### config.mk
export PLATFORM = sky130hd
export DESIGN_NAME = button_event_counter
export DESIGN_NICKNAME = d
export VERILOG_FILES = /design/src/rtl/core/bec_pkg.sv /design/src/rtl/core/button_event_counter.sv /design/src/rtl/core/bec_ram.sv
export SDC_FILE = /design/constraint.sdc
export NUM_CORES = 2
export LEC_CHECK = 0
export ABC_CLOCK_PERIOD_IN_PS = 5900
export BUFFER_PORTS_ARGS = -buffer_cell sky130_fd_sc_hd__buf_2
export CORE_MARGIN = 3
export CORE_UTILIZATION = 42
export DETAILED_ROUTE_END_ITERATION = 8
export PLACE_DENSITY_LB_ADDON = 0.3
export SLEW_MARGIN = 20
export SYNTH_ARGS = -nofsm -noshare
export SYNTH_HDL_FRONTEND = slang
export SYNTH_SLANG_ARGS = --single-unit
### constraint.sdc
create_clock -name clock -period 5.9 [get_ports clock]
set_clock_uncertainty 0.1 [all_clocks]
set_input_delay 0.295 -clock clock [delete_from_list [all_inputs] [get_ports clock]]
set_output_delay 0.295 -clock clock [all_outputs]
set_load 0.03 [all_outputs]
### src/rtl/core/bec_pkg.sv
// ----------------------------------------------------------------------------
// bec_pkg: shared types and constants for the button event counter
// Button count, request codes, register indexes, entry layout, sequencer states.
// ----------------------------------------------------------------------------
`default_nettype none

package bec_pkg;

   localparam int NUM_BUTTONS     = 20;
   localparam int SAMPLED_BUTTONS = NUM_BUTTONS - 4;
   localparam int BTN_IDX_W       = $clog2(NUM_BUTTONS);
   localparam int BTN_CNT_W       = $clog2(NUM_BUTTONS + 1);
   localparam int IDX_PORT_W      = 5;
   localparam int TIME_W          = 32;
   localparam int COUNT_W         = 8;
   localparam int CSR_IDX_W       = 1;

   localparam logic [2:0] REQ_MOVE     = 3'd0;
   localparam logic [2:0] REQ_NOTIFY   = 3'd1;
   localparam logic [2:0] REQ_STATE    = 3'd2;
   localparam logic [2:0] REQ_DOWN     = 3'd3;
   localparam logic [2:0] REQ_UP       = 3'd4;
   localparam logic [2:0] REQ_HOLD     = 3'd5;
   localparam logic [2:0] REQ_OVERRIDE = 3'd6;

   localparam logic [CSR_IDX_W-1:0] CSR_DEVICE_READY = 1'd0;
   localparam logic [CSR_IDX_W-1:0] CSR_ORDINAL_MODE = 1'd1;

   typedef struct packed {
      logic               ignored;
      logic               pressed;
      logic               prev_sample;
      logic [TIME_W-1:0]  hold_time;
      logic [COUNT_W-1:0] down_count;
      logic [COUNT_W-1:0] up_count;
   } entry_type;

   localparam int ENTRY_W = $bits(entry_type);

   typedef enum logic [2:0] {
      ST_IDLE,
      ST_PREP,
      ST_SWEEP,
      ST_QUERY,
      ST_DONE
   } state_type;

endpackage

`default_nettype wire

### src/rtl/core/button_event_counter.sv
// ----------------------------------------------------------------------------
// button_event_counter: press, release and hold tracking for a set of buttons
// Accept to rsp_valid: sample PREP, SWEEP, DONE; dropped or first sample PREP, DONE;
// query QUERY, DONE; override, gated query, unused code DONE. A sample walks the RAM
// one entry per cycle (read and write-back overlap); a new request waits until the
// response is issued. Synchronous reset clears control state, the time base and all
// entry valid bits; an entry not written since reset reads as zero. No clearing pass.
// ----------------------------------------------------------------------------
`default_nettype none

module button_event_counter (
   input  wire logic                              clock,
   input  wire logic                              reset,
   input  wire logic                              req_valid,
   output logic                                   req_ready,
   input  wire logic [2:0]                        req_type,
   input  wire logic [bec_pkg::IDX_PORT_W-1:0]    req_button_index,
   input  wire logic [31:0]                       req_raw_buttons,
   input  wire logic                              req_pov_centered,
   input  wire logic [bec_pkg::TIME_W-1:0]        req_now_time,
   input  wire logic                              req_set_pressed,
   input  wire logic [bec_pkg::TIME_W-1:0]        req_set_hold_time,
   input  wire logic [bec_pkg::COUNT_W-1:0]       req_set_down_count,
   input  wire logic [bec_pkg::COUNT_W-1:0]       req_set_up_count,
   output logic                                   rsp_valid,
   input  wire logic                              rsp_ready,
   output logic [31:0]                            rsp_read_value,
   input  wire logic                              csr_we,
   input  wire logic [bec_pkg::CSR_IDX_W-1:0]     csr_index,
   input  wire logic                              csr_wdata
);

   import bec_pkg::*;

   state_type              state_ff, state_in;
   logic [BTN_CNT_W-1:0]   cnt_ff, cnt_in;
   logic                   wb_vld_ff, wb_vld_in;
   logic [BTN_IDX_W-1:0]   wb_idx_ff, wb_idx_in;
   logic [TIME_W-1:0]      span_ff, span_in;
   logic [NUM_BUTTONS-1:0] mask_ff, mask_in;
   logic [TIME_W-1:0]      last_time_ff, last_time_in;
   logic                   time_valid_ff, time_valid_in;
   logic [31:0]            result_ff, result_in;
   logic                   rsp_valid_ff, rsp_valid_in;
   logic [31:0]            rsp_read_value_ff, rsp_read_value_in;
   logic [NUM_BUTTONS-1:0] vld_ff, vld_in;
   logic                   rd_vld_ff, rd_vld_in;
   logic                   device_ready_ff;
   logic                   ordinal_mode_ff;

   logic [2:0]             type_ff;
   logic [BTN_IDX_W-1:0]   idx_ff;
   logic [31:0]            raw_ff;
   logic                   pov_ff;
   logic [TIME_W-1:0]      now_ff;

   logic                   ram_wr_en;
   logic [BTN_IDX_W-1:0]   ram_wr_addr;
   entry_type              ram_wr_data;
   logic                   ram_rd_en;
   logic [BTN_IDX_W-1:0]   ram_rd_addr;
   logic [ENTRY_W-1:0]     ram_rd_data;

   entry_type              rd_entry;
   entry_type              wb_entry;
   entry_type              q_entry;
   entry_type              ovr_entry;
   logic [31:0]            q_result;
   logic                   lvl;
   logic [TIME_W-1:0]      base;
   logic [TIME_W-1:0]      span_calc;
   logic [4:0]             raw_m1;
   logic                   ord_hit;
   logic [31:0]            mask32;
   logic                   accept;
   logic                   in_range;
   logic [BTN_IDX_W-1:0]   req_addr;
   logic [BTN_IDX_W-1:0]   cnt_addr;

   bec_ram #(
      .WIDTH (ENTRY_W),
      .DEPTH (NUM_BUTTONS)
   ) u_ram (
      .clock   (clock),
      .wr_en   (ram_wr_en),
      .wr_addr (ram_wr_addr),
      .wr_data (ram_wr_data),
      .rd_en   (ram_rd_en),
      .rd_addr (ram_rd_addr),
      .rd_data (ram_rd_data)
   );

   assign accept   = req_valid & req_ready;
   assign in_range = {1'b0, req_button_index} < (IDX_PORT_W+1)'(NUM_BUTTONS);
   assign req_addr = req_button_index[BTN_IDX_W-1:0];
   assign cnt_addr = cnt_ff[BTN_IDX_W-1:0];

   assign rd_entry = rd_vld_ff ? entry_type'(ram_rd_data) : '0;

   // interval with the wrap rule applied to the old timestamp
   always_comb begin
      base      = (now_ff < last_time_ff) ? (last_time_ff - now_ff) : last_time_ff;
      span_calc = now_ff - base;
   end

   always_comb begin
      raw_m1  = raw_ff[4:0] - 5'd1;
      ord_hit = pov_ff && (raw_ff != 32'd0) && (raw_ff <= 32'd32);
      if (type_ff == REQ_NOTIFY) begin
         mask32 = '0;
      end else if (ordinal_mode_ff) begin
         mask32 = ord_hit ? (32'd1 << raw_m1) : 32'd0;
      end else begin
         mask32 = raw_ff;
      end
   end

   // sweep update of one entry
   always_comb begin
      lvl      = mask_ff[wb_idx_ff];
      wb_entry = rd_entry;
      if (rd_entry.prev_sample == lvl) begin
         if (lvl) begin
            wb_entry.hold_time = rd_entry.hold_time + span_ff;
         end
      end else begin
         if (lvl) begin
            wb_entry.down_count = rd_entry.down_count + COUNT_W'(1);
            wb_entry.pressed    = 1'b1;
         end else begin
            wb_entry.up_count = rd_entry.up_count + COUNT_W'(rd_entry.pressed);
            wb_entry.pressed  = 1'b0;
         end
         wb_entry.prev_sample = lvl;
      end
   end

   always_comb begin
      q_entry  = rd_entry;
      q_result = '0;
      case (type_ff)
         REQ_STATE: begin
            q_result = 32'(rd_entry.pressed);
         end
         REQ_DOWN: begin
            q_result           = 32'(rd_entry.down_count);
            q_entry.down_count = '0;
         end
         REQ_UP: begin
            q_result         = 32'(rd_entry.up_count);
            q_entry.up_count = '0;
         end
         REQ_HOLD: begin
            q_result          = rd_entry.hold_time;
            q_entry.hold_time = '0;
         end
         default: begin
            q_result = '0;
         end
      endcase
   end

   always_comb begin
      ovr_entry             = '0;
      ovr_entry.ignored     = 1'b1;
      ovr_entry.pressed     = req_set_pressed;
      ovr_entry.hold_time   = req_set_hold_time;
      ovr_entry.down_count  = req_set_down_count;
      ovr_entry.up_count    = req_set_up_count;
   end

   always_ff @(posedge clock) begin
      if (reset) begin
         state_ff <= ST_IDLE;
      end else begin
         state_ff <= state_in;
      end
   end

   always_comb begin
      state_in          = state_ff;
      cnt_in            = cnt_ff;
      wb_vld_in         = 1'b0;
      wb_idx_in         = wb_idx_ff;
      span_in           = span_ff;
      mask_in           = mask_ff;
      last_time_in      = last_time_ff;
      time_valid_in     = time_valid_ff;
      result_in         = result_ff;
      rsp_valid_in      = rsp_valid_ff & ~rsp_ready;
      rsp_read_value_in = rsp_read_value_ff;
      vld_in            = vld_ff;
      rd_vld_in         = rd_vld_ff;
      req_ready         = 1'b0;
      ram_rd_en         = 1'b0;
      ram_rd_addr       = cnt_addr;
      ram_wr_en         = 1'b0;
      ram_wr_addr       = wb_idx_ff;
      ram_wr_data       = wb_entry;

      case (state_ff)
         ST_IDLE: begin
            req_ready = 1'b1;
            if (req_valid) begin
               result_in = '0;
               case (req_type) inside
                  REQ_MOVE, REQ_NOTIFY: begin
                     state_in = ST_PREP;
                  end
                  [REQ_STATE:REQ_HOLD]: begin
                     if (device_ready_ff && in_range) begin
                        ram_rd_en   = 1'b1;
                        ram_rd_addr = req_addr;
                        rd_vld_in   = vld_ff[req_addr];
                        state_in    = ST_QUERY;
                     end else begin
                        state_in = ST_DONE;
                     end
                  end
                  REQ_OVERRIDE: begin
                     if (in_range) begin
                        ram_wr_en        = 1'b1;
                        ram_wr_addr      = req_addr;
                        ram_wr_data      = ovr_entry;
                        vld_in[req_addr] = 1'b1;
                     end
                     state_in = ST_DONE;
                  end
                  default: begin
                     state_in = ST_DONE;
                  end
               endcase
            end
         end
         ST_PREP: begin
            if (!device_ready_ff) begin
               state_in = ST_DONE;
            end else if (!time_valid_ff) begin
               last_time_in  = now_ff;
               time_valid_in = 1'b1;
               state_in      = ST_DONE;
            end else begin
               span_in      = span_calc;
               mask_in      = NUM_BUTTONS'(mask32[SAMPLED_BUTTONS-1:0]);
               last_time_in = now_ff;
               cnt_in       = '0;
               state_in     = ST_SWEEP;
            end
         end
         ST_SWEEP: begin
            if (cnt_ff < BTN_CNT_W'(NUM_BUTTONS)) begin
               ram_rd_en   = 1'b1;
               ram_rd_addr = cnt_addr;
               rd_vld_in   = vld_ff[cnt_addr];
               wb_vld_in   = 1'b1;
               wb_idx_in   = cnt_addr;
               cnt_in      = cnt_ff + BTN_CNT_W'(1);
            end else begin
               state_in = ST_DONE;
            end
         end
         ST_QUERY: begin
            result_in = q_result;
            if (type_ff != REQ_STATE) begin
               ram_wr_en      = 1'b1;
               ram_wr_addr    = idx_ff;
               ram_wr_data    = q_entry;
               vld_in[idx_ff] = 1'b1;
            end
            state_in = ST_DONE;
         end
         ST_DONE: begin
            if (!rsp_valid_ff || rsp_ready) begin
               rsp_valid_in      = 1'b1;
               rsp_read_value_in = result_ff;
               state_in          = ST_IDLE;
            end
         end
         default: begin
            state_in = ST_IDLE;
         end
      endcase

      // write back the entry read on the previous sweep cycle
      if (wb_vld_ff && !rd_entry.ignored) begin
         ram_wr_en         = 1'b1;
         ram_wr_addr       = wb_idx_ff;
         ram_wr_data       = wb_entry;
         vld_in[wb_idx_ff] = 1'b1;
      end
   end

   always_ff @(posedge clock) begin
      if (reset) begin
         cnt_ff          <= '0;
         wb_vld_ff       <= 1'b0;
         last_time_ff    <= '0;
         time_valid_ff   <= 1'b0;
         rsp_valid_ff    <= 1'b0;
         vld_ff          <= '0;
         rd_vld_ff       <= 1'b0;
         device_ready_ff <= 1'b0;
         ordinal_mode_ff <= 1'b0;
      end else begin
         cnt_ff        <= cnt_in;
         wb_vld_ff     <= wb_vld_in;
         last_time_ff  <= last_time_in;
         time_valid_ff <= time_valid_in;
         rsp_valid_ff  <= rsp_valid_in;
         vld_ff        <= vld_in;
         rd_vld_ff     <= rd_vld_in;
         if (csr_we && (csr_index == CSR_DEVICE_READY)) begin
            device_ready_ff <= csr_wdata;
         end
         if (csr_we && (csr_index == CSR_ORDINAL_MODE)) begin
            ordinal_mode_ff <= csr_wdata;
         end
      end
   end

   always_ff @(posedge clock) begin
      wb_idx_ff         <= wb_idx_in;
      span_ff           <= span_in;
      mask_ff           <= mask_in;
      result_ff         <= result_in;
      rsp_read_value_ff <= rsp_read_value_in;
      if (accept) begin
         type_ff <= req_type;
         idx_ff  <= req_addr;
         raw_ff  <= req_raw_buttons;
         pov_ff  <= req_pov_centered;
         now_ff  <= req_now_time;
      end
   end

   assign rsp_valid      = rsp_valid_ff;
   assign rsp_read_value = rsp_read_value_ff;

endmodule

`default_nettype wire

### src/rtl/core/bec_ram.sv
// ----------------------------------------------------------------------------
// bec_ram: generic single-port-write, single-port-read RAM
// One write port, one read port with registered read data.
// ----------------------------------------------------------------------------
`default_nettype none

module bec_ram #(
   parameter int WIDTH = 8,
   parameter int DEPTH = 16
) (
   input  wire logic                     clock,
   input  wire logic                     wr_en,
   input  wire logic [$clog2(DEPTH)-1:0] wr_addr,
   input  wire logic [WIDTH-1:0]         wr_data,
   input  wire logic                     rd_en,
   input  wire logic [$clog2(DEPTH)-1:0] rd_addr,
   output logic      [WIDTH-1:0]         rd_data
);

   logic [WIDTH-1:0] mem [DEPTH];

   always_ff @(posedge clock) begin
      if (wr_en) begin
         mem[wr_addr] <= wr_data;
      end
      if (rd_en) begin
         rd_data <= mem[rd_addr];
      end
   end

endmodule

`default_nettype wire

**After elaboration in Yosys (flattened, before gate mapping)**

Memories as Yosys holds them, arrays and structs flattened. A register that Yosys moved wholly into a read port is not among the register bits.
Cells that the tools add are included.
W data, S select, Z words.

- Logic and storage cells: 197
- Bits in writable memories: 1020
- Input port bits: 129
- Output and inout bits: 34
- Flip-flop bits (word level): 256
- Latch bits: 0
- Memories: 1
- Bits in read-only memories: 0

- Add/sub/neg operators: 7
- Multipliers: 0
- Shift operators: 1
- Equal/unequal tests: 22
- Reduce and logical (&&, ||, !) cells: 29
- Divide/modulo/power cells: 0
- $lt $le $gt $ge: 13
- Bitwise logic cells: 8
- Mux-type cells: 96

Memory list:

| memory | words | width | read ports | clocked after Yosys merged registers in | wr ports | RTL line | text |
|---|---|---|---|---|---|---|---|
| u_ram.mem | 20 | 51 | 1 | 1 | 1 | bec_ram.sv:20 | `logic [WIDTH-1:0] mem [DEPTH];` |

Operator list:

| operator | number |
|---|---|
| $mux W51 | 7 |
| $mux W32 | 5 |
| $mux W20 | 7 |
| $pmux W32 S4 | 1 |
| $pmux W51 S2 | 1 |
| $mux W5 | 15 |
| $pmux W32 S2 | 1 |
| $sub A32 B32 Y32 | 2 |
| $or A20 B20 Y20 | 3 |
| $mux W50 | 1 |
| $mux W16 | 3 |
| $pmux W20 S2 | 1 |
| $add A32 B32 Y32 | 1 |
| $le A32 B6 Y1 const B | 1 |
| $lt A32 B32 Y1 | 1 |
| $mux W8 | 4 |
| $reduce_bool A32 Y1 | 1 |
| $mux W1 | 29 |
| $lt A5 B6 Y1 const B | 4 |
| $mux W3 | 8 |
| $pmux W5 S2 | 2 |
| $ne A2 B2 Y1 const B | 9 |
| $shl A1 B5 Y16 const A | 1 |
| $bmux W1 S5 | 3 |
| 29 further kinds | 65 |

**Depth between registers and ports, before layout**

- Word-level depth: 13
- Gate-level depth with buffers: 26

**Modules after synthesis**

From an unflattened synthesis, not the netlist that was laid out.

- Cell total of the unflattened synthesis: 4000
- Area total of the unflattened synthesis: 58084.5 µm²

By module, submodules not included:

| module | times used | area an instance (µm²) | cells an instance |
|---|---|---|---|
| bec_ram | 1 | 40656.5 | 2099 |
| button_event_counter | 1 | 17428.0 | 1901 |

**Least setup slack after synthesis**

No wires, ideal clock.

- Path kind: flip-flop to flip-flop
- From: register rd_vld_ff
- To: memory u_ram.mem[0][40] in the netlist's numbering (data pin)
- Data arrival time: 5.110 ns
- Clock period less this slack: 5.588 ns
- Setup time: 0.379 ns
- Data required time: 5.421 ns
- Path slack: 0.312 ns
- Cell stages (with the launch flop): 22
- Cells stage by stage: dfxtp_1 > buf_6 > buf_2 > buf_2 > clkbuf_8 > clkbuf_1 > clkbuf_1 > clkbuf_1 > clkbuf_1 > nand2_1 > xnor2_1 > ha_1 > a21oi_1 > o41ai_2 > a21oi_1 > or3_1 > buf_6 > o21ai_2 > a221oi_1 > a211o_1 > a2bb2oi_1 > o311ai_1

RTL lines:

| what | RTL line | text |
|---|---|---|
| start, declared | button_event_counter.sv:47 | `logic rd_vld_ff, rd_vld_in;` |
| start signal, assigned | button_event_counter.sv:311 | `rd_vld_ff <= rd_vld_in;` |
| end, declared | bec_ram.sv:20 |  |

**Worst setup path in the final report**

- From: register now_ff[2]
- To: register span_ff[30] (data pin)

- Word-level cells in the longest chain between the ends: 3
- Elaborated cells between the ends (all ways): 4
- Those cells by class: add/sub: 2; order compare: 1; mux: 1

RTL lines:

| what | RTL line | text |
|---|---|---|
| start, declared | button_event_counter.sv:55 | `logic [TIME_W-1:0] now_ff;` |
| start signal, assigned | button_event_counter.sv:332 | `now_ff <= req_now_time;` |
| $sub A32 B32 Y32 or $lt A32 B32 Y1 (tied branches) | button_event_counter.sv:102 | `base = (now_ff < last_time_ff) ? (last_time_ff - now_ff) : last_time_ff;` |
| $mux W32 | button_event_counter.sv:102 |  |
| $sub A32 B32 Y32 * | button_event_counter.sv:103 | `span_calc = now_ff - base;` |
| net span_calc[30] | button_event_counter.sv:71 | `logic [TIME_W-1:0] span_calc;` |
| end signal, assigned | button_event_counter.sv:323 | `span_ff <= span_in;` |
| end, declared | button_event_counter.sv:39 | `logic [TIME_W-1:0] span_ff, span_in;` |

The timed path passes the listed nets; every way through them passes the cells marked *.
A chain may end at the register's enable or synchronous reset.

==> reports/qor.yml <==
timing.hold.worst.class: "in2reg"
post-route-period-util_pct: 94.27
p_leak_nw: 23.00
compound_gate_fraction_of_synth_area_pct: 7.600
syn2layout_area_growth_pct: 15.72
drt-initial-drc-count: 3857
yosysWarningCount: 0
vdd_ir_drop_max_v: 0.0002739
finalCriticalPeriod_ps: 5562
dpl-instance-area_mm2: 0.06208
synth_fa_ha_area_share_pct: 1.908
syn_area_mm2: 0.05829
avgViaCountPerCell: 5.816
cts_tree: "built"
worst-endpoint-required_ps: 6300
hold_viol_final: 0
postSynth.topFlopCell: "sky130_fd_sc_hd__edfxtp_1"
synth_cells: 3836
design.die.area_mm2: 0.1433
crit_chain: "inv_1 > ha_1 > nor2b_2 > o31a_1 > o41ai_4 > o21a_1 > o2111ai_2 > a31oi_2 > o21ai_2 > and2_4 > buf_12 > mux2i_1 > ha_1 > and3_1 > and4_1 > o21ai_0 > a21oi_1 > o31ai_1 > buf_4 > a21oi_1 > a221o_1 > a41o_1 > o41ai_2 > xnor2_1"
finished_cell_area_mm2: 0.06745
clock_insertion_delay_worst_skew_ps: 770
antenna_found_initial: 9
cts.root.buffer_cell: "sky130_fd_sc_hd__clkbuf_16"
slew-limit-headroom_pct: 24.37
synth_top_area_share_pct: 64.96
critical_path_fanouts_max: 12
crit_end_category: "flop"
postSynthRegisterBits: 1327
r2r_cells: 24
hold_path_end: "device_ready_ff$_SDFFE_PP0P_"
boundaryPins: 163
fraction_of_synthesized_area_in_multiplexers_pct: 11.45
setup.worst_path.class: "reg2reg"
fp.coreArea_mm2: 0.1377
rrSetupSlack_ps: 340
syn_avg_cell_area_um2: 15.20
grt_max_degree: 74
outcome: "completed"
post_synth_num_cell_types: 95
clock_tree.htree_level_count: 4
setup_viol: 0
chipHeight_um: 378.6
max_freq_ghz: 0.1798
post_route_cells_drive_above_1_share_pct: 20.19
port_buffers: 162
die_width_um: 378.6
gp_routability_congestion: 0.9285
seq_area_frac_synth_pct: 67.22
grt_overflow: 0
yosys.area_share.simple_pct: 7.781
antenna_violating_nets_post_route: 0
first_pass_iters: 6
critical-path-max-stage-delay_ps: 420
tritoncts.num_buffers: 139
dr_total_vias: 35280
num_rows: 136
fin_cells: 6066
clk_pin_slew_worst_paths_ps: 60
cp_data_arrival_time_ps: 5970
drt_wl_total_mm: 155.8
synthXorXnorAreaFrac_pct: 1.608
nNetsFinal: 4374
transition_time_at_the_pin_with_the_least_slew_margin_ps: 1134
cp_startpoint_kind: "flop"
route.detailed.drc: 0
p_per_area_mw_per_mm2: 293.5
clock_path_buffers: 3
num-fill-cells: 11520
cap_violations: 0
placed_cells_incl_taps: 5725
clkSinkCount: 1327
critical_path.reg2reg.startpoint: "now_ff[2]$_DFFE_PP_"
holdCritStartpoint: "reset"
sequential_cell_area_mm2: 0.03919
number_of_enable_type_register_cells_in_the_synthesized_netlist: 1261
vias_in_the_first_global_route: 35080
final_common_cell: "sky130_fd_sc_hd__edfxtp_1"
netlist.top_cell.by_area: "sky130_fd_sc_hd__edfxtp_1"
groute.usage.overall_pct: 21.87
dpl.hpwl_mm: 94.10
critical-path-slowest-cell: "sky130_fd_sc_hd__edfxtp_1"
combinational_family_with_the_most_area_after_synthesis: "multiplexers"
synthArstFlopShare_pct: 0
r2r_end: "span_ff[30]$_DFFE_PP_"
post_drt_wl_per_cell_um: 25.68
whs_path_depth: 3
post_synth_main_area_contributors: "sky130_fd_sc_hd__edfxtp_1 65%, sky130_fd_sc_hd__mux4_2 10%, sky130_fd_sc_hd__nand2_1 3.3%, sky130_fd_sc_hd__dfxtp_1 2.3%, sky130_fd_sc_hd__ha_1 1.8%"
syn-num-nets: 4051
timing_max_transition_violations_final: 0
initial_utilization_pct: 42.35
commonest_cells_after_routing_fill_and_taps_aside: "1261 x sky130_fd_sc_hd__edfxtp_1, 514 x sky130_fd_sc_hd__nand2_1, 270 x sky130_fd_sc_hd__mux4_2"
multiInputGateArea_mm2: 0.01805
global_route_wire_length_before_repair_mm: 230.2
==> sequential cells by signal, indices dropped and copies added, names as in the netlist, 5 cells and up <==
| register | count |
|---|---|
| wb_idx_ff | 5 |
| span_ff | 32 |
| result_ff | 32 |
| vld_ff | 20 |
| now_ff | 32 |
| last_time_ff | 32 |
| u_ram.rd_data | 51 |
| idx_ff | 5 |
| raw_ff | 32 |
| u_ram.mem | 1020 |
| rsp_read_value | 32 |
| mask_ff | 16 |
| cnt_addr | 5 |
==> cells in the mapped netlist (20+ instances only) <==
master	count
sky130_fd_sc_hd__a21o_1	34
sky130_fd_sc_hd__a21oi_1	161
sky130_fd_sc_hd__a22oi_1	52
sky130_fd_sc_hd__a31oi_1	25
sky130_fd_sc_hd__a32oi_1	26
sky130_fd_sc_hd__and2_1	40
sky130_fd_sc_hd__buf_2	46
sky130_fd_sc_hd__buf_6	20
sky130_fd_sc_hd__clkbuf_1	121
sky130_fd_sc_hd__dfxtp_1	66
sky130_fd_sc_hd__edfxtp_1	1261
sky130_fd_sc_hd__ha_1	84
sky130_fd_sc_hd__inv_1	67
sky130_fd_sc_hd__mux2i_1	52
sky130_fd_sc_hd__mux4_2	270
sky130_fd_sc_hd__nand2_1	516
sky130_fd_sc_hd__nand2b_1	29
sky130_fd_sc_hd__nand3_1	94
sky130_fd_sc_hd__nor2_1	168
sky130_fd_sc_hd__nor2b_1	23
sky130_fd_sc_hd__nor3_1	31
sky130_fd_sc_hd__o21a_1	23
sky130_fd_sc_hd__o21ai_0	127
sky130_fd_sc_hd__o21ai_1	66
sky130_fd_sc_hd__o22ai_1	58
sky130_fd_sc_hd__xnor2_1	71
sky130_fd_sc_hd__xor2_1	36
==> critical path: cells and delay by family, from the launching register on <==
| kind | cells | cell delay [ps] |
|---|---|---|
| compound gates | 13 | 2800 |
| xor+xnor | 1 | 100 |
| fa+ha+maj | 2 | 590 |
| buf+inv | 3 | 390 |
| flops | 1 | 420 |
| mux | 1 | 120 |
| simple gates | 4 | 780 |
==> report_power, final <==
part	switching (W)	total, W	internal (W)
logic	0.000564	0.000901	0.000337
clock network	0.00366	0.00846	0.00480
registers	0.0000737	0.0104	0.0104
total	0.00430	0.0198	0.0155
==> through the flow <==
stage	setup slack [ps]	utilization, %	TNS [ps]	total power, W	hold WS [ps]
floorplan	311.7	-	0	0.01113	293.9
detailed placement	15.80	45.10	0	0.01148	304.5
CTS	91.33	48.90	0	0.01996	44.52
global route	-5.445	49.00	-5.561	0.02045	106.7
global placement	118.9	45.06	0	0.01146	301.1
finish	338.2	49.00	0	0.01980	99.83
==> cell families after synthesis <==
family | after synthesis
AO/OA/AOI/OAI | 694
XOR/XNOR | 107
adder cells (fa/ha/maj) | 88
buffers and inverters | 284
flip-flops | 1327
multiplexers | 327
AND/OR/NAND/NOR | 1009
==> final cells by class <==
type	count	share of cell area, %
clock inverter	72	1.120
inverter	69	0.3858
tap	1794	3.328
timing repair buffer	397	4.849
multi-input combinational	2225	26.76
clock buffer	180	5.446
sequential	1327	58.10
antenna	2	0.007419
==> routing by layer <==
layer  routed length (µm)  GRT usage [%]  up-vias  part of all wire [%]
li1                     -              -    15650                     -
met1                65390          30.42    17990                    42
met2                74710          35.61     1421                    48
met3                12610          3.981      224                   8.1
met4                 3086          5.696        0                   2.0
met5                    0              0        -                     0
==> timing repair <==
item                                    CTS  global route
setup buffers                             0             6
pin swaps                                 0             9
endpoints found under the hold margin    88             0
hold buffers                             80             0
endpoints found under the setup margin    1             6
resized for setup                         1            13
==> worst max path at each step <==
stage | cells after the start | startpoint | to
after floorplan | 21 | rd_vld_ff$_SDFFE_PP0P_ | u_ram.mem[0][40]$_DFFE_PP_
after global routing | 23 | now_ff[2]$_DFFE_PP_ | span_ff[31]$_DFFE_PP_
after detailed placement | 23 | now_ff[0]$_DFFE_PP_ | span_ff[31]$_DFFE_PP_
after global placement | 23 | now_ff[0]$_DFFE_PP_ | span_ff[31]$_DFFE_PP_
after CTS | 23 | now_ff[0]$_DFFE_PP_ | span_ff[31]$_DFFE_PP_
final | 24 | now_ff[2]$_DFFE_PP_ | span_ff[30]$_DFFE_PP_
Power figures use the tool's default switching activity.
